File: config.mk
export PLATFORM = sky130hd
export DESIGN_NAME = forwarding_latency_window_stats_top
export DESIGN_NICKNAME = d
export VERILOG_FILES = /design/src/rtl/flws_pkg.sv /design/src/rtl/flws_div.sv /design/src/rtl/flws_dp.sv /design/src/rtl/flws_ctrl.sv /design/src/rtl/forwarding_latency_window_stats_top.sv
export SDC_FILE = /design/constraint.sdc
export NUM_CORES = 2
export LEC_CHECK = 0
export BUFFER_PORTS_ARGS = -buffer_cell sky130_fd_sc_hd__buf_2
export CORE_AREA = 2 2 298 300
export DETAILED_ROUTE_END_ITERATION = 10
export DIE_AREA = 0 0 300 302
export GPL_TIMING_DRIVEN = 0
export HOLD_SLACK_MARGIN = 0.15
export PLACE_DENSITY = 0.77
export SYNTH_ARGS = -nofsm -noshare
export SYNTH_HDL_FRONTEND = slang
export SYNTH_HIERARCHICAL = 1
export SYNTH_SLANG_ARGS = --single-unit
File: constraint.sdc
create_clock -name clk -period 4.4 [get_ports clk]
set_input_delay 0.44 -clock clk [delete_from_list [all_inputs] [get_ports clk]]
set_output_delay 0.44 -clock clk [all_outputs]
set_load 0.05 [all_outputs]
File: src/rtl/flws_pkg.sv
package flws_pkg;

	localparam int unsigned TS_W   = 32;
	localparam int unsigned SUM_W  = 64;
	localparam int unsigned CNT_W  = 32;
	localparam int unsigned RATE_W = 16;
	localparam int unsigned TAG_W  = 8;

	localparam logic [RATE_W-1:0] RATE_MAX = 16'hFFFF;

	localparam logic FUNC_RECORD = 1'b0;
	localparam logic FUNC_ROLL   = 1'b1;

	localparam logic PATH_DIRECT  = 1'b0;
	localparam logic PATH_MUTATED = 1'b1;

	// Commands from the controller to the datapath.
	typedef struct packed {
		logic record;     // apply a record transaction and load the snapshot
		logic div_start;  // start a window-average division
		logic div_sel;    // path the division or save refers to
		logic save_avg;   // store the finished average
		logic commit;     // close the window and load the snapshot
	} flws_cmd_t;

	typedef struct packed {
		logic div_done;
	} flws_stat_t;

	function automatic logic [RATE_W-1:0] sat_rate(input logic [CNT_W-1:0] v);
		sat_rate = (|v[CNT_W-1:RATE_W]) ? RATE_MAX : v[RATE_W-1:0];
	endfunction

endpackage

File: src/rtl/flws_div.sv
module flws_div (
	input  logic                        clk,
	input  logic                        arst_n,
	input  logic                        start,
	input  logic [flws_pkg::SUM_W-1:0]  dividend,
	input  logic [flws_pkg::CNT_W-1:0]  divisor,
	output logic                        done,
	output logic [flws_pkg::CNT_W-1:0]  quotient
);
	import flws_pkg::*;

	localparam int unsigned STEP_W = $clog2(SUM_W + 1);

	logic [SUM_W-1:0]  dvd_q;
	logic [CNT_W-1:0]  dsr_q;
	logic [CNT_W-1:0]  rem_q;
	logic [CNT_W-1:0]  quo_q;
	logic [STEP_W-1:0] steps_q;
	logic              busy_q;
	logic              done_q;

	logic [CNT_W:0] trial;
	logic           fits;

	// One restoring step per cycle; only the low quotient bits are kept.
	assign trial = {rem_q, dvd_q[SUM_W-1]};
	assign fits  = (trial >= {1'b0, dsr_q});

	always_ff @(posedge clk or negedge arst_n) begin
		if (!arst_n) begin
			busy_q  <= 1'b0;
			done_q  <= 1'b0;
			steps_q <= '0;
		end else begin
			done_q <= 1'b0;
			if (start) begin
				busy_q  <= 1'b1;
				steps_q <= STEP_W'(SUM_W);
			end else if (busy_q) begin
				steps_q <= steps_q - STEP_W'(1);
				if (steps_q == STEP_W'(1)) begin
					busy_q <= 1'b0;
					done_q <= 1'b1;
				end
			end
		end
	end

	always_ff @(posedge clk) begin
		if (start) begin
			dvd_q <= dividend;
			dsr_q <= divisor;
			rem_q <= '0;
			quo_q <= '0;
		end else if (busy_q) begin
			dvd_q <= {dvd_q[SUM_W-2:0], 1'b0};
			rem_q <= fits ? CNT_W'(trial - {1'b0, dsr_q}) : trial[CNT_W-1:0];
			quo_q <= {quo_q[CNT_W-2:0], fits};
		end
	end

	assign done     = done_q;
	assign quotient = quo_q;

endmodule

File: src/rtl/flws_dp.sv
module flws_dp (
	input  logic                         clk,
	input  logic                         arst_n,
	input  flws_pkg::flws_cmd_t          cmd,
	output flws_pkg::flws_stat_t         stat,
	input  logic                         cfg_we,
	input  logic                         cfg_wdata,
	input  logic                         mutated_path,
	input  logic                         replay_injected,
	input  logic [flws_pkg::TS_W-1:0]    rx_time_us,
	input  logic [flws_pkg::TS_W-1:0]    start_us,
	input  logic [flws_pkg::TS_W-1:0]    end_us,
	input  logic [flws_pkg::TAG_W-1:0]   rules_applied,
	input  logic [flws_pkg::TAG_W-1:0]   signals_decoded,
	output logic [flws_pkg::CNT_W-1:0]   direct_avg_latency_us,
	output logic [flws_pkg::RATE_W-1:0]  direct_frames_per_sec,
	output logic [flws_pkg::CNT_W-1:0]   mutated_avg_latency_us,
	output logic [flws_pkg::RATE_W-1:0]  mutated_frames_per_sec,
	output logic [flws_pkg::RATE_W-1:0]  forwarded_per_sec,
	output logic [flws_pkg::CNT_W-1:0]   fwd_frames_total,
	output logic [flws_pkg::CNT_W-1:0]   passive_total,
	output logic [flws_pkg::CNT_W-1:0]   replay_total,
	output logic [flws_pkg::CNT_W-1:0]   rules_applied_total,
	output logic [flws_pkg::CNT_W-1:0]   decoded_total
);
	import flws_pkg::*;

	logic              tx_en_q;
	logic [SUM_W-1:0]  dir_sum_q, mut_sum_q;
	logic [CNT_W-1:0]  dir_cnt_q, mut_cnt_q;
	logic [CNT_W-1:0]  fwd_cnt_q, fwd_last_q, pas_cnt_q, rep_cnt_q, rul_cnt_q, dec_cnt_q;
	logic [CNT_W-1:0]  dir_avg_q, mut_avg_q;

	logic [TS_W-1:0]   lat;
	logic              add_dir, add_mut, is_rep;
	logic [SUM_W-1:0]  dir_sum_d, mut_sum_d;
	logic [CNT_W-1:0]  dir_cnt_d, mut_cnt_d;
	logic [CNT_W-1:0]  fwd_cnt_d, pas_cnt_d, rep_cnt_d, rul_cnt_d, dec_cnt_d;
	logic [SUM_W-1:0]  div_dvd;
	logic [CNT_W-1:0]  div_dsr;
	logic [CNT_W-1:0]  div_quo;
	logic [CNT_W-1:0]  avg_val;
	logic              div_done;

	assign lat     = replay_injected ? (end_us - start_us) : (end_us - rx_time_us);
	assign add_dir = (mutated_path == PATH_DIRECT) && tx_en_q;
	assign add_mut = (mutated_path == PATH_MUTATED) && tx_en_q;
	assign is_rep  = replay_injected;

	always_comb begin
		dir_sum_d = add_dir ? dir_sum_q + SUM_W'(lat) : dir_sum_q;
		dir_cnt_d = add_dir ? dir_cnt_q + CNT_W'(1) : dir_cnt_q;
		mut_sum_d = add_mut ? mut_sum_q + SUM_W'(lat) : mut_sum_q;
		mut_cnt_d = add_mut ? mut_cnt_q + CNT_W'(1) : mut_cnt_q;
		fwd_cnt_d = fwd_cnt_q + CNT_W'(1);
		pas_cnt_d = (mutated_path == PATH_DIRECT) ? pas_cnt_q + CNT_W'(1) : pas_cnt_q;
		rep_cnt_d = is_rep ? rep_cnt_q + CNT_W'(1) : rep_cnt_q;
		rul_cnt_d = (mutated_path == PATH_MUTATED) ? rul_cnt_q + CNT_W'(rules_applied)
		                                           : rul_cnt_q;
		dec_cnt_d = (mutated_path == PATH_MUTATED) ? dec_cnt_q + CNT_W'(signals_decoded)
		                                           : dec_cnt_q;
	end

	assign div_dvd = (cmd.div_sel == PATH_MUTATED) ? mut_sum_q : dir_sum_q;
	assign div_dsr = (cmd.div_sel == PATH_MUTATED) ? mut_cnt_q : dir_cnt_q;
	// An empty window averages to zero.
	assign avg_val = (div_dsr == '0) ? '0 : div_quo;

	flws_div u_div (
		.clk      (clk),
		.arst_n   (arst_n),
		.start    (cmd.div_start),
		.dividend (div_dvd),
		.divisor  (div_dsr),
		.done     (div_done),
		.quotient (div_quo)
	);

	assign stat.div_done = div_done;

	always_ff @(posedge clk or negedge arst_n) begin
		if (!arst_n) begin
			tx_en_q    <= 1'b0;
			dir_sum_q  <= '0;
			mut_sum_q  <= '0;
			dir_cnt_q  <= '0;
			mut_cnt_q  <= '0;
			fwd_cnt_q  <= '0;
			fwd_last_q <= '0;
			pas_cnt_q  <= '0;
			rep_cnt_q  <= '0;
			rul_cnt_q  <= '0;
			dec_cnt_q  <= '0;
			dir_avg_q  <= '0;
			mut_avg_q  <= '0;
		end else begin
			if (cfg_we) begin
				tx_en_q <= cfg_wdata;
			end
			if (cmd.record) begin
				dir_sum_q <= dir_sum_d;
				dir_cnt_q <= dir_cnt_d;
				mut_sum_q <= mut_sum_d;
				mut_cnt_q <= mut_cnt_d;
				fwd_cnt_q <= fwd_cnt_d;
				pas_cnt_q <= pas_cnt_d;
				rep_cnt_q <= rep_cnt_d;
				rul_cnt_q <= rul_cnt_d;
				dec_cnt_q <= dec_cnt_d;
			end
			if (cmd.save_avg) begin
				if (cmd.div_sel == PATH_MUTATED) begin
					mut_avg_q <= avg_val;
				end else begin
					dir_avg_q <= avg_val;
				end
			end
			if (cmd.commit) begin
				dir_sum_q  <= '0;
				dir_cnt_q  <= '0;
				mut_sum_q  <= '0;
				mut_cnt_q  <= '0;
				fwd_last_q <= fwd_cnt_q;
			end
		end
	end

	// Snapshot register, loaded when a transaction completes.
	logic [CNT_W-1:0]  snap_dir_avg_q, snap_mut_avg_q;
	logic [RATE_W-1:0] snap_dir_rate_q, snap_mut_rate_q, snap_fwd_rate_q;
	logic [CNT_W-1:0]  snap_fwd_q, snap_pas_q, snap_rep_q, snap_rul_q, snap_dec_q;

	always_ff @(posedge clk or negedge arst_n) begin
		if (!arst_n) begin
			snap_dir_avg_q  <= '0;
			snap_mut_avg_q  <= '0;
			snap_dir_rate_q <= '0;
			snap_mut_rate_q <= '0;
			snap_fwd_rate_q <= '0;
			snap_fwd_q      <= '0;
			snap_pas_q      <= '0;
			snap_rep_q      <= '0;
			snap_rul_q      <= '0;
			snap_dec_q      <= '0;
		end else if (cmd.record) begin
			snap_fwd_q <= fwd_cnt_d;
			snap_pas_q <= pas_cnt_d;
			snap_rep_q <= rep_cnt_d;
			snap_rul_q <= rul_cnt_d;
			snap_dec_q <= dec_cnt_d;
		end else if (cmd.commit) begin
			snap_dir_avg_q  <= dir_avg_q;
			snap_mut_avg_q  <= mut_avg_q;
			snap_dir_rate_q <= sat_rate(dir_cnt_q);
			snap_mut_rate_q <= sat_rate(mut_cnt_q);
			snap_fwd_rate_q <= sat_rate(fwd_cnt_q - fwd_last_q);
			snap_fwd_q      <= fwd_cnt_q;
			snap_pas_q      <= pas_cnt_q;
			snap_rep_q      <= rep_cnt_q;
			snap_rul_q      <= rul_cnt_q;
			snap_dec_q      <= dec_cnt_q;
		end
	end

	assign direct_avg_latency_us  = snap_dir_avg_q;
	assign direct_frames_per_sec  = snap_dir_rate_q;
	assign mutated_avg_latency_us = snap_mut_avg_q;
	assign mutated_frames_per_sec = snap_mut_rate_q;
	assign forwarded_per_sec      = snap_fwd_rate_q;
	assign fwd_frames_total       = snap_fwd_q;
	assign passive_total          = snap_pas_q;
	assign replay_total           = snap_rep_q;
	assign rules_applied_total    = snap_rul_q;
	assign decoded_total          = snap_dec_q;

endmodule

File: src/rtl/flws_ctrl.sv
module flws_ctrl (
	input  logic                   clk,
	input  logic                   arst_n,
	input  logic                   in_valid,
	output logic                   in_stall,
	input  logic                   func,
	output logic                   out_valid,
	input  logic                   out_stall,
	output flws_pkg::flws_cmd_t    cmd,
	input  flws_pkg::flws_stat_t   stat
);
	import flws_pkg::*;

	typedef enum logic [2:0] {
		ST_IDLE,
		ST_DIV_DIR,
		ST_START_MUT,
		ST_DIV_MUT,
		ST_FINISH
	} state_t;

	state_t state_q;
	logic   out_valid_q;
	logic   slot_busy;
	logic   accept;
	logic   snap_load;

	// The snapshot register is free when empty or being drained this cycle.
	assign slot_busy = out_valid_q && out_stall;
	assign in_stall  = (state_q != ST_IDLE) || slot_busy;
	assign accept    = in_valid && !in_stall;
	assign snap_load = cmd.record || cmd.commit;

	always_comb begin
		cmd = '0;
		unique case (state_q)
			ST_IDLE: begin
				cmd.record    = accept && (func == FUNC_RECORD);
				cmd.div_start = accept && (func == FUNC_ROLL);
				cmd.div_sel   = PATH_DIRECT;
			end
			ST_DIV_DIR: begin
				cmd.div_sel  = PATH_DIRECT;
				cmd.save_avg = stat.div_done;
			end
			ST_START_MUT: begin
				cmd.div_sel   = PATH_MUTATED;
				cmd.div_start = 1'b1;
			end
			ST_DIV_MUT: begin
				cmd.div_sel  = PATH_MUTATED;
				cmd.save_avg = stat.div_done;
			end
			ST_FINISH: begin
				cmd.commit = !slot_busy;
			end
			default: cmd = '0;
		endcase
	end

	always_ff @(posedge clk or negedge arst_n) begin
		if (!arst_n) begin
			state_q     <= ST_IDLE;
			out_valid_q <= 1'b0;
		end else begin
			if (snap_load) begin
				out_valid_q <= 1'b1;
			end else if (out_valid_q && !out_stall) begin
				out_valid_q <= 1'b0;
			end
			unique case (state_q)
				ST_IDLE: begin
					if (accept && (func == FUNC_ROLL)) begin
						state_q <= ST_DIV_DIR;
					end
				end
				ST_DIV_DIR: begin
					if (stat.div_done) begin
						state_q <= ST_START_MUT;
					end
				end
				ST_START_MUT: begin
					state_q <= ST_DIV_MUT;
				end
				ST_DIV_MUT: begin
					if (stat.div_done) begin
						state_q <= ST_FINISH;
					end
				end
				ST_FINISH: begin
					if (!slot_busy) begin
						state_q <= ST_IDLE;
					end
				end
				default: state_q <= ST_IDLE;
			endcase
		end
	end

	assign out_valid = out_valid_q;

endmodule

File: src/rtl/forwarding_latency_window_stats_top.sv
// Traffic statistics for a frame gateway. A record transaction (func 0) updates the
// lifetime counters and, with tx_enabled set, the latency window of its path, and its
// snapshot appears in the output register on the next cycle. A roll transaction
// (func 1) computes each path's window average in a shared restoring divider that
// resolves one quotient bit per cycle, after which the windows close and the snapshot
// is loaded. Every transaction returns exactly one snapshot. Input is stalled while
// a roll is in progress. A new transaction is taken while the previous snapshot is
// being drained; a stalled snapshot holds off further input.
module forwarding_latency_window_stats_top (
	input  logic                         clk,
	input  logic                         arst_n,
	input  logic                         cfg_we,
	input  logic                         cfg_wdata,
	input  logic                         in_valid,
	output logic                         in_stall,
	input  logic                         func,
	input  logic                         mutated_path,
	input  logic                         replay_injected,
	input  logic [flws_pkg::TS_W-1:0]    rx_time_us,
	input  logic [flws_pkg::TS_W-1:0]    start_us,
	input  logic [flws_pkg::TS_W-1:0]    end_us,
	input  logic [flws_pkg::TAG_W-1:0]   rules_applied,
	input  logic [flws_pkg::TAG_W-1:0]   signals_decoded,
	output logic                         out_valid,
	input  logic                         out_stall,
	output logic [flws_pkg::CNT_W-1:0]   direct_avg_latency_us,
	output logic [flws_pkg::RATE_W-1:0]  direct_frames_per_sec,
	output logic [flws_pkg::CNT_W-1:0]   mutated_avg_latency_us,
	output logic [flws_pkg::RATE_W-1:0]  mutated_frames_per_sec,
	output logic [flws_pkg::RATE_W-1:0]  forwarded_per_sec,
	output logic [flws_pkg::CNT_W-1:0]   fwd_frames_total,
	output logic [flws_pkg::CNT_W-1:0]   passive_total,
	output logic [flws_pkg::CNT_W-1:0]   replay_total,
	output logic [flws_pkg::CNT_W-1:0]   rules_applied_total,
	output logic [flws_pkg::CNT_W-1:0]   decoded_total
);
	import flws_pkg::*;

	flws_cmd_t  cmd;
	flws_stat_t stat;

	flws_ctrl u_ctrl (
		.clk       (clk),
		.arst_n    (arst_n),
		.in_valid  (in_valid),
		.in_stall  (in_stall),
		.func      (func),
		.out_valid (out_valid),
		.out_stall (out_stall),
		.cmd       (cmd),
		.stat      (stat)
	);

	flws_dp u_dp (
		.clk                    (clk),
		.arst_n                 (arst_n),
		.cmd                    (cmd),
		.stat                   (stat),
		.cfg_we                 (cfg_we),
		.cfg_wdata              (cfg_wdata),
		.mutated_path           (mutated_path),
		.replay_injected        (replay_injected),
		.rx_time_us             (rx_time_us),
		.start_us               (start_us),
		.end_us                 (end_us),
		.rules_applied          (rules_applied),
		.signals_decoded        (signals_decoded),
		.direct_avg_latency_us  (direct_avg_latency_us),
		.direct_frames_per_sec  (direct_frames_per_sec),
		.mutated_avg_latency_us (mutated_avg_latency_us),
		.mutated_frames_per_sec (mutated_frames_per_sec),
		.forwarded_per_sec      (forwarded_per_sec),
		.fwd_frames_total       (fwd_frames_total),
		.passive_total          (passive_total),
		.replay_total           (replay_total),
		.rules_applied_total    (rules_applied_total),
		.decoded_total          (decoded_total)
	);

endmodule
# --- Word level (Yosys, flattened, before mapping) ---
# Cells that the tools add are included.
totals:
  out_inout_bits: 274
  elab_cells: 147
  ff_bits: 894
op_classes:
  eq_ne: 9
  muxes: 56
  bitwise: 4
  n_reduce_logical: 31
  order_cmp: 1
  add_sub_neg: 14
ops:
  columns: ["op", "count"]
  rows:
  - ["2-to-1 mux 32 bit", 24]
  - ["2-to-1 mux 64 bit", 9]
  - ["adder 32 x 1 -> 32 bit (second input constant)", 5]
  - ["adder 64 x 32 -> 64 bit", 2]
  - ["subtractor 32 bit", 4]
  - ["adder 32 x 8 -> 32 bit", 2]
  - ["2-to-1 mux 16 bit", 3]
  - ["OR reduction 16 bit", 3]
  - ["greater-or-equal comparator 33 x 32 -> 1 bit", 1]
  - ["logical NOT 32 bit", 1]
  - ["one-hot mux 3 bit (5 select lines)", 1]
  - ["2-to-1 mux 7 bit", 2]
  - ["2-to-1 mux 1 bit", 12]
  - ["2-to-1 mux 3 bit", 4]
  - ["AND reduction 2 bit", 5]
  - ["nonzero test 2 bit", 5]
  - ["equality test 7 x 1 -> 1 bit (second input constant)", 1]
  - ["logical AND 1 bit", 7]
  - ["subtractor 7 x 1 -> 7 bit (second input constant)", 1]
  - ["equality test 3 x 2 -> 1 bit (second input constant)", 2]
  - ["!= test 2 x 1 -> 1 bit (second input constant)", 3]
  - ["NOT 1 bit", 4]
  - ["AND reduction 4 bit", 1]
  - ["OR reduction 2 bit", 2]
  - ["8 further kinds", 11]

# --- Longest topological paths before layout ---
logic_depth:
  depth_word: 8
  mapped_depth: 26

# --- Cells and area by module ---
# Netlist, hierarchy kept.
modules_own_cells:
  columns: ["mod", "cells_per_inst", "area_each_um2", "instances", "seq_area_each_um2"]
  rows:
  - ["flws_dp", 4014, 38789.7, 1, 18042.3]
  - ["flws_div", 744, 8541.9, 1, 4389.2]
  - ["flws_ctrl", 25, 210.2, 1, 100.1]

# --- Least setup slack after synthesis ---
# No wires, ideal clock.
synth_path:
  path_type: "in2reg"
  startpoint: "input replay_injected"
  endpoint: "register u_dp.dir_sum_q[60]"
  t_arrival_ps: 5450
  slack_ps: -1128
  required_time_ps: 4322
  cell_stages: 25
  cell_sequence: "clkbuf_1 -> clkbuf_1 -> mux2i_1 -> ha_1 -> o211ai_1 -> a21oi_1 -> o21ai_0 -> a41oi_1 -> a22oi_1 -> o31ai_1 -> a41oi_1 -> nor2b_1 -> xnor2_1 -> ha_1 -> clkbuf_1 -> a21o_1 -> a21o_1 -> a21oi_1 -> o22a_1 -> o211ai_2 -> a21oi_2 -> buf_6 -> clkbuf_1 -> o21ai_0 -> a21oi_1"
synth_between:
  elab_chain_cells: 5
synth_rtl:
  columns: ["element", "line", "text"]
  rows:
  - ["start: declaration", "forwarding_latency_window_stats_top.sv:18", "input logic replay_injected,"]
  - ["2-to-1 mux 32 bit", "flws_dp.sv:45", "assign lat = replay_injected ? (end_us - start_us) : (end_us - rx_time_us);"]
  - ["adder 64 x 32 -> 64 bit", "flws_dp.sv:51", "dir_sum_d = add_dir ? dir_sum_q + SUM_W'(lat) : dir_sum_q;"]
  - ["2-to-1 mux 64 bit", "flws_dp.sv:51", null]
  - ["2-to-1 mux 64 bit", "flws_dp.sv:100", "if (cmd.record) begin"]
  - ["2-to-1 mux 64 bit", "flws_dp.sv:118", "if (cmd.commit) begin"]
  - ["end signal: assignment", "flws_dp.sv:101", "dir_sum_q <= dir_sum_d;"]
  - ["end: declaration", "flws_dp.sv:29", "logic [SUM_W-1:0] dir_sum_q, mut_sum_q;"]
# Every way passes these cells. The select of a mux whose other input is x is not followed.
# A chain may end at the register's enable or synchronous reset.

# --- Worst setup path after layout ---
layout_path:
  startpoint: "input replay_injected"
  endpoint: "register u_dp.mut_sum_q[49]"
layout_between:
  elab_chain_cells: 5
layout_rtl:
  columns: ["element", "line", "text"]
  rows:
  - ["2-to-1 mux 32 bit", "flws_dp.sv:45", null]
  - ["adder 64 x 32 -> 64 bit", "flws_dp.sv:53", "mut_sum_d = add_mut ? mut_sum_q + SUM_W'(lat) : mut_sum_q;"]
  - ["2-to-1 mux 64 bit", "flws_dp.sv:53", null]
  - ["2-to-1 mux 64 bit", "flws_dp.sv:100", null]
  - ["2-to-1 mux 64 bit", "flws_dp.sv:118", null]
  - ["end signal: assignment", "flws_dp.sv:103", "mut_sum_q <= mut_sum_d;"]
  - ["end: declaration", "flws_dp.sv:29", null]
# Every way passes these cells. The select of a mux whose other input is x is not followed.

==> metrics.yaml <==
run_status:
  outcome: "finished, violations left"
  violations: "setup timing"
critical_path:
  critical_path_arrival_ns: 5.42
  startpoint_type: "input port"
  crit_top_cell: "o21a_1"
  reg2reg_slack_ns: -0.07
  crit_type: "in -> reg"
  ff2ff_path_depth: 11
  crit_path_max_incr_delay_ns: 0.51
  path_buf_inv: 4
  worst_ep_required_time_ns: 4.97
  cp_max_fo: 6
  cp.depth: 23
  critPathCaptureType: "register"
  critPathSlowestCell: "a2111o_1"
  path_cells: "clkbuf_16 -> mux2_4 -> ha_4 -> fa_2 -> nor2b_4 -> o31ai_4 -> a211oi_2 -> o2111a_2 -> o21a_1 -> buf_4 -> a41oi_2 -> xnor2_2 -> ha_1 -> clkbuf_8 -> a21oi_1 -> o21a_1 -> nand2_1 -> a41o_1 -> inv_2 -> a211o_4 -> a2111o_1 -> or3_1 -> a21oi_2"
  critPathTopFamily: "compound AO/OA/AOI/OAI gates"
clock_tree:
  ctsHtreeMaxLevel: 3
  path_clk_slew_ns: 0.06
  cts_tree: "yes"
  clkSinkCount: 894
  cts-root-buf: "clkbuf_16"
  cts_inserted_buffers: 93
  cts_buffer_depth: 3
  clock_latency_ns: 0.68
synthesis:
  yosysWarningCount: 6
  syn_nets: 5104
  syn_avg_cell_area_um2: 9.940
  yosysSeqAreaShare_pct: 47.39
  synth-seq-cells: 894
  synth_edf_count: 96
  synth_cell_types: 106
  syn_area_um2: 47540
  ys_async_sr_fraction_pct: 82.10
  synthFlopType: "dfrtp_1"
  syn_inst: 4783
floorplan:
  ios: 395
  fp-row-count: 109
  start_util_pct: 54.30
  dieArea_um2: 90600
  die_w_um: 300
  core-area_um2: 87560
  die_h_um: 302
sta:
  hold_violations: 0
  slew_headroom_pct: 31.35
  maxClockFrequency_ghz: 0.2064
  post-route-period-util_pct: 110.1
  setup_viol: 72
  finalWorstSetupSlack_ns: -0.4457
  tightest_slew_ns: 1.028
  period_needed_ns: 4.846
  skew_ns: 0.03805
  holdWs_ns: 0.1840
  slew_violations: 0
  rsz0062_at_grt: "yes"
  setup_tns_ns: -14.50
finish:
  fillers: 6736
  drive_gt1_share_pct: 22.80
  nNetsFinal: 5695
  final_common_cell: "dfrtp_1"
  register_area_um2: 22530
  multiInputGateArea_um2: 25050
  reg_top3: "u_dp/dir_sum_q: 64 flops, u_dp/mut_sum_q: 64 flops, u_dp/u_div/dvd_q: 64 flops"
  final_cell_mix: "dfrtp_1, nand2_1, buf_2"
  syn2layout_area_growth_pct: 19.84
placed_design:
  gp_congestion: 0.9408
  numPortBuffers: 393
  dp_hpwl_um: 98100
power_and_ir_drop:
  power.internal_uw: 20340
  power.density_nw_per_um2: 583.0
  ir_drop_v: 0.0004078
  seq_power_share_pct: 33.2
  comb_power_share_pct: 42.5
  p_leak_uw: 0.02664
  switching_power_uw: 12880
  switching_share_pct: 38.76
  pwr-share-clk_pct: 24.3
job:
  maxCapViolCount: 0
drt:
  drc: 0
  postRouteAntennaNets: 0
  drt_iter0_drc: 3423
  dr.pass1.iters: 6
  via_per_inst: 5.929
  routed_wl_um: 139000
  wl_per_cell_um: 20.98
  vias: 39288
hold_path:
  hp-class: "in -> reg"
  min_path_cells: 4
global_routing:
  track_usage_pct: 29.69
  grt_antenna_before_repair: 11
  gr-total-overflow: 0
  grt_pass1_vias: 38465
  grt_max_degree: 112
  grt_first_pass_wirelength_um: 213900
## cell families (layout without fill, tap and decap cells)
logic type | Yosys count | in the layout | share of synthesized area [%]
buffers and inverters | 382 | 1048 | 3.179
other | 0 | 9 | 0
muxes | 372 | 372 | 8.577
AOI/OAI and AO/OA | 945 | 948 | 13.10
adders and majority gates | 200 | 200 | 5.374
xor gates and xnor gates | 333 | 333 | 6.135
DFF | 894 | 894 | 47.39
and+or+nand+nor | 1657 | 1657 | 16.25
## metal layers
metal | share of wire (%) | up-vias | GRT usage [%]
met5 | 0.028 | - | 0
met4 | 5.0 | 6 | 13.77
li1 | - | 18166 | -
met3 | 7.1 | 366 | 5.631
met1 | 41 | 19274 | 38.52
met2 | 47 | 1476 | 48.41
## through the flow
step / cells / area, µm² / util, % / worst slack, ns / total power, µW
after floorplan: 4783 / 47850 / - / -0.4225 / 20180
after global placement: 6341 / 51270 / 58.56 / -12.97 / 22960
after detailed placement: 6350 / 51530 / 58.86 / -1.597 / 23310
after CTS: 6590 / 56030 / 63.99 / -0.3062 / 32470
after global routing: 6624 / 56970 / 65.07 / -0.5563 / 34960
final: 6626 / 56970 / 65.07 / -0.4457 / 33220
## Yosys cell counts, types with 89 or more instances
library cell  number  area [µm²]
clkbuf_1         175       656.9
nor2_1           390        1464
xnor2_1          173        1515
mux2_2           282        3176
inv_1            157       589.3
nand2_1          650        2440
o21ai_0          224        1121
mux2i_1           89       890.9
edfxtp_1          96        2883
ha_1             193        2415
dfrtp_1          734       18370
a21oi_1          263        1316
nand3_1          166       830.8
xor2_1           160        1401
## worst reg2reg max path, delay by kind of cell, from the launching register on
family                 cells  cell delay (ns)
AO/OA/AOI/OAI              2             0.65
buffers and inverters      3             1.14
flip-flops                 1             0.46
AND/OR/NAND/NOR            6             2.09
## path summary, 6_finish.rpt
path / startpoint / end
min reg2reg: u_dp/rul_cnt_q[31] / u_dp/rul_cnt_q[31]
max in group asynchronous: arst_n / u_dp/dec_cnt_q[14]
min: signals_decoded[0] / u_dp/dec_cnt_q[0]
max reg2reg: u_ctrl/state_q[2] / u_dp/dir_sum_q[44]
max: replay_injected / u_dp/mut_sum_q[49]
min in group asynchronous: arst_n / u_dp/fwd_frames_total[10]
## layout make-up
| class | count | share of cell area [%] |
|---|---|---|
| Timing Repair Buffer | 501 | 5.435 |
| Clock inverter | 52 | 1.023 |
| Clock buffer | 121 | 4.462 |
| Buffer | 216 | 1.919 |
| Inverter | 158 | 1.041 |
| Tap cell | 1165 | 2.558 |
| Multi-Input combinational cell | 3510 | 43.97 |
| Sequential cell | 894 | 39.55 |
| Antenna cell | 9 | 0.03953 |
## power by group through the flow
stage / Clock (µW) / Combinational [µW] / Sequential [µW]
3_3_place_gp: 0 / 11900 / 11100
2_1_floorplan: 0 / 8550 / 11600
4_1_cts: 8210 / 13300 / 11000
6_report: 8080 / 14100 / 11000
5_1_grt: 8510 / 15300 / 11200
3_5_place_dp: 0 / 12200 / 11100
## what timing repair did
| action | CTS | global route |
|---|---|---|
| endpoints found under the hold margin | 119 | 0 |
| gates cloned | 9 | 1 |
| endpoints found under the setup margin | 290 | 134 |
| pin swaps | 97 | 91 |
| buffers inserted | 57 | 31 |
| gates resized for setup | 163 | 150 |
| hold buffers | 6 | 0 |
No activity file was read; power rests on OpenSTA's default activity.
